File: config.mk
export PLATFORM = sky130hd
export DESIGN_NAME = morse_symbol_decoder_unit
export DESIGN_NICKNAME = d
export VERILOG_FILES = /design/src/sv/msd_pkg.sv /design/src/sv/msd_cfg_regs.sv /design/src/sv/msd_token_tracker.sv /design/src/sv/morse_symbol_decoder_unit.sv
export SDC_FILE = /design/constraint.sdc
export NUM_CORES = 1
export LEC_CHECK = 0
export BUFFER_PORTS_ARGS = -buffer_cell sky130_fd_sc_hd__buf_4
export CAP_MARGIN = 0
export CORE_MARGIN = 5
export CORE_UTILIZATION = 58
export DETAILED_ROUTE_END_ITERATION = 10
export PLACE_DENSITY = 0.88
export SLEW_MARGIN = 0
export SYNTH_ARGS = -nofsm -noshare
export SYNTH_HDL_FRONTEND = slang
export SYNTH_SLANG_ARGS = --single-unit
export TNS_END_PERCENT = 10
File: constraint.sdc
create_clock -name aclk -period 9.2 [get_ports aclk]
set_input_delay 0 -clock aclk [delete_from_list [all_inputs] [get_ports aclk]]
set_output_delay 0 -clock aclk [all_outputs]
set_load 0.05 [all_outputs]
File: src/sv/msd_pkg.sv
// Shared types, register map, reset values and the Morse code lookup for the symbol decoder.
package msd_pkg;

    localparam int CHAR_W    = 8;
    localparam int LETTER_W  = 7;
    localparam int PATTERN_W = 5;
    localparam int COUNT_W   = 3;
    localparam int ADDR_W    = 4;
    localparam int DATA_W    = 32;

    localparam logic [COUNT_W-1:0] MAX_SYMBOLS = 3'd5;

    localparam logic [1:0] REG_LONG_CHAR  = 2'd0;
    localparam logic [1:0] REG_SHORT_CHAR = 2'd1;
    localparam logic [1:0] REG_GAP_CHAR   = 2'd2;

    localparam logic [CHAR_W-1:0] LONG_CHAR_RESET  = 8'd95;
    localparam logic [CHAR_W-1:0] SHORT_CHAR_RESET = 8'd46;
    localparam logic [CHAR_W-1:0] GAP_CHAR_RESET   = 8'd32;

    localparam logic [LETTER_W-1:0] NO_MATCH = 7'd63;

    typedef struct packed {
        logic [CHAR_W-1:0] long_char;
        logic [CHAR_W-1:0] short_char;
        logic [CHAR_W-1:0] gap_char;
    } msd_cfg_t;

    typedef struct packed {
        logic                emit;
        logic [LETTER_W-1:0] letter;
    } msd_result_t;

    // bit i of pattern is set when symbol i is a dash
    function automatic logic [LETTER_W-1:0] decode_letter(
        input logic [COUNT_W-1:0]   count,
        input logic [PATTERN_W-1:0] pattern
    );
        logic [LETTER_W-1:0] letter;
        letter = NO_MATCH;
        case ({count, pattern})
            {3'd2, 5'b00010}: letter = 7'h41; // A
            {3'd4, 5'b00001}: letter = 7'h42; // B
            {3'd4, 5'b00101}: letter = 7'h43; // C
            {3'd3, 5'b00001}: letter = 7'h44; // D
            {3'd1, 5'b00000}: letter = 7'h45; // E
            {3'd4, 5'b00100}: letter = 7'h46; // F
            {3'd3, 5'b00011}: letter = 7'h47; // G
            {3'd4, 5'b00000}: letter = 7'h48; // H
            {3'd2, 5'b00000}: letter = 7'h49; // I
            {3'd4, 5'b01110}: letter = 7'h4A; // J
            {3'd3, 5'b00101}: letter = 7'h4B; // K
            {3'd4, 5'b00010}: letter = 7'h4C; // L
            {3'd2, 5'b00011}: letter = 7'h4D; // M
            {3'd2, 5'b00001}: letter = 7'h4E; // N
            {3'd3, 5'b00111}: letter = 7'h4F; // O
            {3'd4, 5'b00110}: letter = 7'h50; // P
            {3'd4, 5'b01011}: letter = 7'h51; // Q
            {3'd3, 5'b00010}: letter = 7'h52; // R
            {3'd3, 5'b00000}: letter = 7'h53; // S
            {3'd1, 5'b00001}: letter = 7'h54; // T
            {3'd3, 5'b00100}: letter = 7'h55; // U
            {3'd4, 5'b01000}: letter = 7'h56; // V
            {3'd3, 5'b00110}: letter = 7'h57; // W
            {3'd4, 5'b01001}: letter = 7'h58; // X
            {3'd4, 5'b01101}: letter = 7'h59; // Y
            {3'd4, 5'b00011}: letter = 7'h5A; // Z
            {3'd5, 5'b11111}: letter = 7'h30;
            {3'd5, 5'b11110}: letter = 7'h31;
            {3'd5, 5'b11100}: letter = 7'h32;
            {3'd5, 5'b11000}: letter = 7'h33;
            {3'd5, 5'b10000}: letter = 7'h34;
            {3'd5, 5'b00000}: letter = 7'h35;
            {3'd5, 5'b00001}: letter = 7'h36;
            {3'd5, 5'b00011}: letter = 7'h37;
            {3'd5, 5'b00111}: letter = 7'h38;
            {3'd5, 5'b01111}: letter = 7'h39;
            default:          letter = NO_MATCH;
        endcase
        return letter;
    endfunction

endpackage

File: src/sv/msd_cfg_regs.sv
// APB register block holding the long, short and gap characters.
module msd_cfg_regs (
    input  logic                          aclk,
    input  logic                          aresetn,
    input  logic                          psel,
    input  logic                          penable,
    input  logic                          pwrite,
    input  logic [msd_pkg::ADDR_W-1:0]    paddr,
    input  logic [msd_pkg::DATA_W-1:0]    pwdata,
    output logic [msd_pkg::DATA_W-1:0]    prdata,
    output logic                          pready,
    output msd_pkg::msd_cfg_t             cfg
);

    msd_pkg::msd_cfg_t  cfg_reg;
    msd_pkg::msd_cfg_t  cfg_next;
    logic [1:0]         reg_index;
    logic               wr_en;

    assign reg_index = paddr[3:2];
    assign wr_en     = psel & penable & pwrite;
    assign pready    = 1'b1;
    assign cfg       = cfg_reg;

    always_comb begin
        cfg_next = cfg_reg;
        if (wr_en) begin
            case (reg_index)
                msd_pkg::REG_LONG_CHAR:  cfg_next.long_char  = pwdata[7:0];
                msd_pkg::REG_SHORT_CHAR: cfg_next.short_char = pwdata[7:0];
                msd_pkg::REG_GAP_CHAR:   cfg_next.gap_char   = pwdata[7:0];
                default:                 cfg_next = cfg_reg;
            endcase
        end
    end

    always_comb begin
        case (reg_index)
            msd_pkg::REG_LONG_CHAR:  prdata = {24'd0, cfg_reg.long_char};
            msd_pkg::REG_SHORT_CHAR: prdata = {24'd0, cfg_reg.short_char};
            msd_pkg::REG_GAP_CHAR:   prdata = {24'd0, cfg_reg.gap_char};
            default:                 prdata = '0;
        endcase
    end

    always_ff @(posedge aclk) begin
        if (!aresetn) begin
            cfg_reg.long_char  <= msd_pkg::LONG_CHAR_RESET;
            cfg_reg.short_char <= msd_pkg::SHORT_CHAR_RESET;
            cfg_reg.gap_char   <= msd_pkg::GAP_CHAR_RESET;
        end else begin
            cfg_reg <= cfg_next;
        end
    end

endmodule

File: src/sv/msd_token_tracker.sv
// Token state (pattern, count, bad flag) and the per-character decode step.
module msd_token_tracker (
    input  logic                          aclk,
    input  logic                          aresetn,
    input  msd_pkg::msd_cfg_t             cfg,
    input  logic                          step,
    input  logic [msd_pkg::CHAR_W-1:0]    char_in,
    input  logic                          message_end,
    output msd_pkg::msd_result_t          result
);

    logic [msd_pkg::PATTERN_W-1:0] pattern_reg, pattern_next;
    logic [msd_pkg::COUNT_W-1:0]   count_reg, count_next;
    logic                          bad_reg, bad_next;

    logic [msd_pkg::PATTERN_W-1:0] pattern_mid;
    logic [msd_pkg::COUNT_W-1:0]   count_mid;
    logic                          bad_mid;
    logic                          is_long, is_short, is_gap, is_symbol, is_foreign;
    logic                          close_tok;

    assign is_long    = (char_in == cfg.long_char);
    assign is_short   = !is_long && (char_in == cfg.short_char);
    assign is_gap     = !is_long && !is_short && (char_in == cfg.gap_char);
    assign is_symbol  = is_long || is_short;
    assign is_foreign = !is_symbol && !is_gap;

    always_comb begin
        pattern_mid = pattern_reg;
        count_mid   = count_reg;
        bad_mid     = bad_reg | is_foreign;
        if (is_symbol) begin
            if (count_reg >= msd_pkg::MAX_SYMBOLS) begin
                bad_mid = 1'b1;
            end else begin
                if (is_long) begin
                    pattern_mid = pattern_reg
                                | 5'(5'b00001 << count_reg);
                end
                count_mid = count_reg + 3'd1;
            end
        end
    end

    assign close_tok     = is_gap || message_end;
    assign result.emit   = close_tok && ((count_mid != '0) || bad_mid);
    assign result.letter = bad_mid ? msd_pkg::NO_MATCH
                                   : msd_pkg::decode_letter(count_mid, pattern_mid);

    always_comb begin
        if (close_tok) begin
            pattern_next = '0;
            count_next   = '0;
            bad_next     = 1'b0;
        end else begin
            pattern_next = pattern_mid;
            count_next   = count_mid;
            bad_next     = bad_mid;
        end
    end

    always_ff @(posedge aclk) begin
        if (!aresetn) begin
            pattern_reg <= '0;
            count_reg   <= '0;
            bad_reg     <= 1'b0;
        end else if (step) begin
            pattern_reg <= pattern_next;
            count_reg   <= count_next;
            bad_reg     <= bad_next;
        end
    end

endmodule

File: src/sv/morse_symbol_decoder_unit.sv
// Top level of the Morse symbol decoder: input register, token tracker, result register.
// Takes one character per transaction and sustains one transaction per cycle while m_ready
// does not hold a pending letter back. A character is registered on acceptance and decoded
// against the token state once the result register is free, and a finished letter is
// registered and driven on m_letter. Dash, dot and gap characters are set over APB
// at byte addresses 0, 4 and 8 (reset '_', '.', ' '); write them only while idle.
// A gap or message_end closes a non-empty token and yields 'A'-'Z', '0'-'9', or '?'
// for tokens that are too long, hold foreign characters or match no code.
module morse_symbol_decoder_unit (
    input  logic                          aclk,
    input  logic                          aresetn,
    input  logic                          psel,
    input  logic                          penable,
    input  logic                          pwrite,
    input  logic [msd_pkg::ADDR_W-1:0]    paddr,
    input  logic [msd_pkg::DATA_W-1:0]    pwdata,
    output logic [msd_pkg::DATA_W-1:0]    prdata,
    output logic                          pready,
    input  logic                          s_valid,
    output logic                          s_ready,
    input  logic [msd_pkg::CHAR_W-1:0]    s_char_in,
    input  logic                          s_message_end,
    output logic                          m_valid,
    input  logic                          m_ready,
    output logic [msd_pkg::LETTER_W-1:0]  m_letter
);

    msd_pkg::msd_cfg_t             cfg;
    msd_pkg::msd_result_t          result;

    logic                          in_valid_reg, in_valid_next;
    logic [msd_pkg::CHAR_W-1:0]    char_reg;
    logic                          end_reg;
    logic                          out_valid_reg, out_valid_next;
    logic [msd_pkg::LETTER_W-1:0]  letter_reg;

    logic                          out_free;
    logic                          step;
    logic                          s_fire;

    msd_cfg_regs u_cfg (
        .aclk    (aclk),
        .aresetn (aresetn),
        .psel    (psel),
        .penable (penable),
        .pwrite  (pwrite),
        .paddr   (paddr),
        .pwdata  (pwdata),
        .prdata  (prdata),
        .pready  (pready),
        .cfg     (cfg)
    );

    msd_token_tracker u_tracker (
        .aclk        (aclk),
        .aresetn     (aresetn),
        .cfg         (cfg),
        .step        (step),
        .char_in     (char_reg),
        .message_end (end_reg),
        .result      (result)
    );

    assign out_free = !out_valid_reg || m_ready;
    assign step     = in_valid_reg && out_free;
    assign s_ready  = !in_valid_reg || out_free;
    assign s_fire   = s_valid && s_ready;

    assign m_valid  = out_valid_reg;
    assign m_letter = letter_reg;

    always_comb begin
        if (s_fire) begin
            in_valid_next = 1'b1;
        end else if (step) begin
            in_valid_next = 1'b0;
        end else begin
            in_valid_next = in_valid_reg;
        end
    end

    always_comb begin
        if (step) begin
            out_valid_next = result.emit;
        end else if (m_ready) begin
            out_valid_next = 1'b0;
        end else begin
            out_valid_next = out_valid_reg;
        end
    end

    always_ff @(posedge aclk) begin
        if (!aresetn) begin
            in_valid_reg  <= 1'b0;
            out_valid_reg <= 1'b0;
        end else begin
            in_valid_reg  <= in_valid_next;
            out_valid_reg <= out_valid_next;
        end
    end

    always_ff @(posedge aclk) begin
        if (s_fire) begin
            char_reg <= s_char_in;
            end_reg  <= s_message_end;
        end
        if (step && result.emit) begin
            letter_reg <= result.letter;
        end
    end

endmodule

Word-level counts from Yosys, hierarchy flattened --
Cells that the tools add are included. W data, S select, Z words.
Storage, ports and cells: register bits after elaboration 51, input port bits 52
Cells by class: $add $sub $neg 1, order comparisons 1, eq/ne operators 41, shifts and indexed selects 1, multiplexer cells 16, bitwise operators 4, reductions and logical operators 26
Operator list (number):
- $pmux W7 S36 | 1
- $eq A8 B8 Y1 const B | 22
- $eq A8 B7 Y1 const B | 12
- $eq A8 B8 Y1 | 3
- $pmux W8 S3 | 1
- $mux W5 | 4
- $eq A8 B6 Y1 const B | 2
- $mux W3 | 3
- $logic_and A1 B1 Y1 | 8
- $mux W1 | 7
- $logic_not A1 Y1 | 6
- $reduce_and A2 Y1 | 3
- $logic_or A1 B1 Y1 | 5
- $or A5 B5 Y5 | 1
- $shl A1 B3 Y5 const A | 1
- $reduce_bool A2 Y1 | 2
- $add A3 B1 Y3 const B | 1
- $ge A3 B3 Y1 const B | 1
- $reduce_bool A3 Y1 | 1
- $and A1 B1 Y1 | 2
- $eq A2 B1 Y1 const B | 1
- $eq A2 B2 Y1 const B | 1
- $logic_not A2 Y1 | 1
- $or A1 B1 Y1 | 1

Longest topological paths before layout --
depth after elaboration 14, mapped depth 14, mapped depth without buffers 12

Cells and area by module --
A second synthesis with hierarchy kept.
Unflattened totals: cell total of the unflattened synthesis 419, area, all modules 3656.0 um^2
Modules (own cells, without submodules):
- msd_token_tracker | instances 1, cells each 235, area an instance 1707.9 um^2
- msd_cfg_regs | instances 1, cells each 155, area an instance 1355.0 um^2
- morse_symbol_decoder_unit | instances 1, cells each 29, area an instance 593.1 um^2

Least setup slack after synthesis --
OpenSTA, ideal clock, no wires.
kind register -> register, start register char_reg[6] (netlist bit), end register letter_reg (netlist bit m_letter[1]), data pin, setup time 0.272 ns, arrival time 2.977 ns, setup slack 5.951 ns, stages on the path, launching flop included 11, path through edfxtp_1 xor2_1 nor4_1 nand2_2 a21oi_4 mux2i_1 mux2i_1 a211oi_1 a211oi_1 and4_1 or4_1
Between the ends: cells in the longest elaborated chain, start to end 11
Ends and longest elaborated chain:
- start: declaration | RTL line morse_symbol_decoder_unit.sv:32 | logic [msd_pkg::CHAR_W-1:0] char_reg;
- start signal: assignment | RTL line morse_symbol_decoder_unit.sv:104 | char_reg <= s_char_in;
- branches (longest 11 deep; another with $pmux W7 S36)
- end signal: assignment | RTL line morse_symbol_decoder_unit.sv:108 | letter_reg <= result.letter;
- end: declaration | RTL line morse_symbol_decoder_unit.sv:35 | logic [msd_pkg::LETTER_W-1:0] letter_reg;
Parallel ways; which one is timed is not known. A chain may end at the register's enable or synchronous reset.

Worst setup path in the final report --
start register u_tracker.count_reg[1] (netlist bit), end register letter_reg (netlist bit m_letter[1]), data pin
Between the ends: cells in the longest elaborated chain, start to end 7
Ends and longest elaborated chain:
- start: declaration | RTL line msd_token_tracker.sv:13 | logic [msd_pkg::COUNT_W-1:0] count_reg, count_next;
- start signal: assignment | RTL line msd_token_tracker.sv:69 | count_reg <= count_next;
- branches (longest 7 deep; another with $add A3 B1 Y3)
Parallel ways; which one is timed is not known.

==> flow_summary.ini <==
[routing]
vias_per_cell = 6.015
wl_per_cell_um = 17.52
drc = 0
drt_iter0_drc = 222
num_vias = 3266
ant_nets = 0
finalWirelength_um = 9515
first_pass_iters = 5

[yosys]
ys_seq_area_frac = 0.3309
synth_top_cell_by_area = dfxtp_1
synthTopCellsByArea = dfxtp_1, edfxtp_1, mux2i_1
yosysMostFrequentCell = nand2_1
ys_warn_count = 0
synth_top_area_share = 0.1963
synth-async-reset-ratio = 0
yosysUniqueCellTypes = 67
synthTopCellsByCount = nand2_1, dfxtp_1, nor2_1, mux2i_1, buf_4
synth_cells = 415
netlist_area_mm2 = 0.003570
ys.flop_type = dfxtp_1
synth-edff-count = 16
synth-seq-cells = 51
avgSynthCellArea_um2 = 8.602

[placement]
gp_congestion = 0.9115
hpwlAfterDp_um = 6630
numPortBuffers = 42
placed_area_mm2 = 0.003822
pre_cts_ws_ns = 5.334

[sta]
slew_headroom = 0.2779
rsz0062_at_grt = no
setup_viol = 0
final.setup.tns_ns = 0
post-route-period-util = 0.4303
layout_setup_ws_ns = 5.241
max_slew.worst_pin.slew_ns = 1.075
period_minus_slack_ns = 3.959
max_freq_mhz = 252.6
final-hold-violation-count = 0
skew_ns = 0.003103
drv_slew = 0

[cells_and_area]
area_delta_synth_final_pct = 14.90
largest_reg_flops = 24
drive_above_1_share = 0.1645
seq_area_mm2 = 0.001181
layout.nets = 524
fillCellCount = 455
multi_input_area_mm2 = 0.002206
fin_area_mm2 = 0.004101
final_core_util = 0.6887
antenna_cells = 0

[global_routing]
overflow = 0
grt.total_usage = 0.2496
grt_max_degree = 31
grt_pass1_wl_um = 15200
antenna_found_initial = 0
grt_pass1_vias = 3160

[cts]
clockBufferDepth = 2
clkTransAtPathRegs_ns = 0.09
post_cts_buffers = 0
insertion_delay_ns = 0.31
cts_tree = done
numCtsBuffers = 5
clockRootBuffer = clkbuf_8
clock-sinks = 51
htree_levels = 2

[worst_setup_path]
criticalPathCategory = reg2reg
worst_setup_path_start_kind = flip-flop
cp-end-kind = flip-flop
critPathMaxStageDelay_ns = 0.83
critical_path.most_common_cell = a21oi_1
crit_path_max_fanout = 13
critPathRequiredTime_ns = 9.38
cp.arrival_ns = 4.14
crit_chain = inv_1 > ha_1 > nor3_1 > nand2b_1 > a21oi_1 > o21ai_1 > nor2_1 > o21ai_0 > a21oi_1 > a2111oi_2 > and4_1 > or4_1
crit_path_top_delay_cell = o21ai_1

[die]
coreArea_mm2 = 0.005956
fp.dieW_um = 88.45
die-area_mm2 = 0.007823
io-pin-count = 94
initial_core_util = 0.5994
dieHeight_um = 88.45
rows = 28

[power]
leakagePower_uw = 0.001600
pwr_density_cell_mw_per_mm2 = 110.1
peakVddDrop_uv = 139.1

[job]
drv_cap = 0

[min_path]
hold_path.class = in2reg

[outcome]
status = complete, no violations
## placed cells by master, fill, tap and decap left out, drive strengths merged, types with 2 or more instances in the layout
| cell type | n |
|---|---|
| nand2 | 55 |
| buf | 44 |
| dfxtp | 35 |
| nor2 | 32 |
| mux2i | 27 |
| conb | 25 |
| xor2 | 24 |
| a21oi | 24 |
| nor2b | 22 |
| o21ai | 20 |
| dlygate4sd3 | 19 |
| edfxtp | 16 |
| nand3 | 16 |
| nor4 | 11 |
| nor3 | 9 |
| nand2b | 7 |
| a31oi | 7 |
| clkbuf | 6 |
| a21o | 5 |
| ha | 5 |
| and2 | 4 |
| o211ai | 4 |
| a2111oi | 4 |
| o21a | 3 |
| nand4 | 3 |
| nand3b | 3 |
| inv | 3 |
| a21boi | 3 |
| nor3b | 2 |
| a31o | 2 |
| a41o | 2 |
| a211oi | 2 |
| or3 | 2 |
| and3 | 2 |
| o22ai | 2 |
| or4 | 2 |
## metal layers
layer | share of wire | vias up | track usage
li1 | - | 1537 | -
met1 | 0.40 | 1512 | 0.3019
met2 | 0.50 | 182 | 0.4337
met3 | 0.072 | 35 | 0.04004
met4 | 0.036 | 0 | 0.1154
met5 | 0 | - | 0
## path summary, 6_finish.rpt
path	from	to	slack (ns)	depth (start not counted)
max reg2reg	u_tracker.count_reg[1]	m_letter[1]	5.24	12
min	m_ready	m_valid	0.07	3
max	u_tracker.count_reg[1]	m_letter[1]	5.24	12
min reg2reg	u_tracker.bad_reg	u_tracker.bad_reg	0.49	2
## stage by stage
stage               cells  power (uW)  hold slack (ns)
finish                543       451.7          0.06566
global route          543       467.8          0.08734
CTS                   543       451.6          0.05979
detailed placement    516       316.7           0.1795
global placement      516       315.2           0.1786
floorplan             438       305.5          0.09887
## cells by family after synthesis
group / after synthesis / synth area share
and+or+nand+nor: 175 / 0.2583
AOI/OAI and AO/OA: 86 / 0.1767
DFF: 51 / 0.3309
buffers and inverters: 44 / 0.07536
muxes: 27 / 0.07571
xor gates and xnor gates: 25 / 0.06344
adders and majority gates: 5 / 0.01753
other: 2 / 0.002104
## what timing repair did
action                    CTS  global route
hold endpoints to repair   34             0
hold buffers               19             0
gates resized for setup     0             0
## report_power, final
group	internal (uW)	total, uW	leakage, uW	switching [uW]
registers	237	241	0.000417	4.75
logic	25.0	78.8	0.00114	53.8
clock network	54.8	132	0.0000418	76.9
total	316	452	0.00160	135
## layout make-up
type	count	share of cell area
Inverter	3	0.002746
Clock buffer	6	0.01769
Tap cell	75	0.02288
Sequential cell	51	0.2880
Clock inverter	2	0.003966
Multi-Input combinational cell	343	0.5378
Timing Repair Buffer	63	0.1269
## critical path, delay by kind of cell, from the launching register on
| family | cells | cell delay (ns) |
|---|---|---|
| AOI/OAI and AO/OA | 5 | 1.73 |
| and+or+nand+nor | 5 | 1.05 |
| DFF | 1 | 0.59 |
| adders and majority gates | 1 | 0.29 |
| buffers and inverters | 1 | 0.15 |
Note: power is estimated with default switching activity, not from simulation.
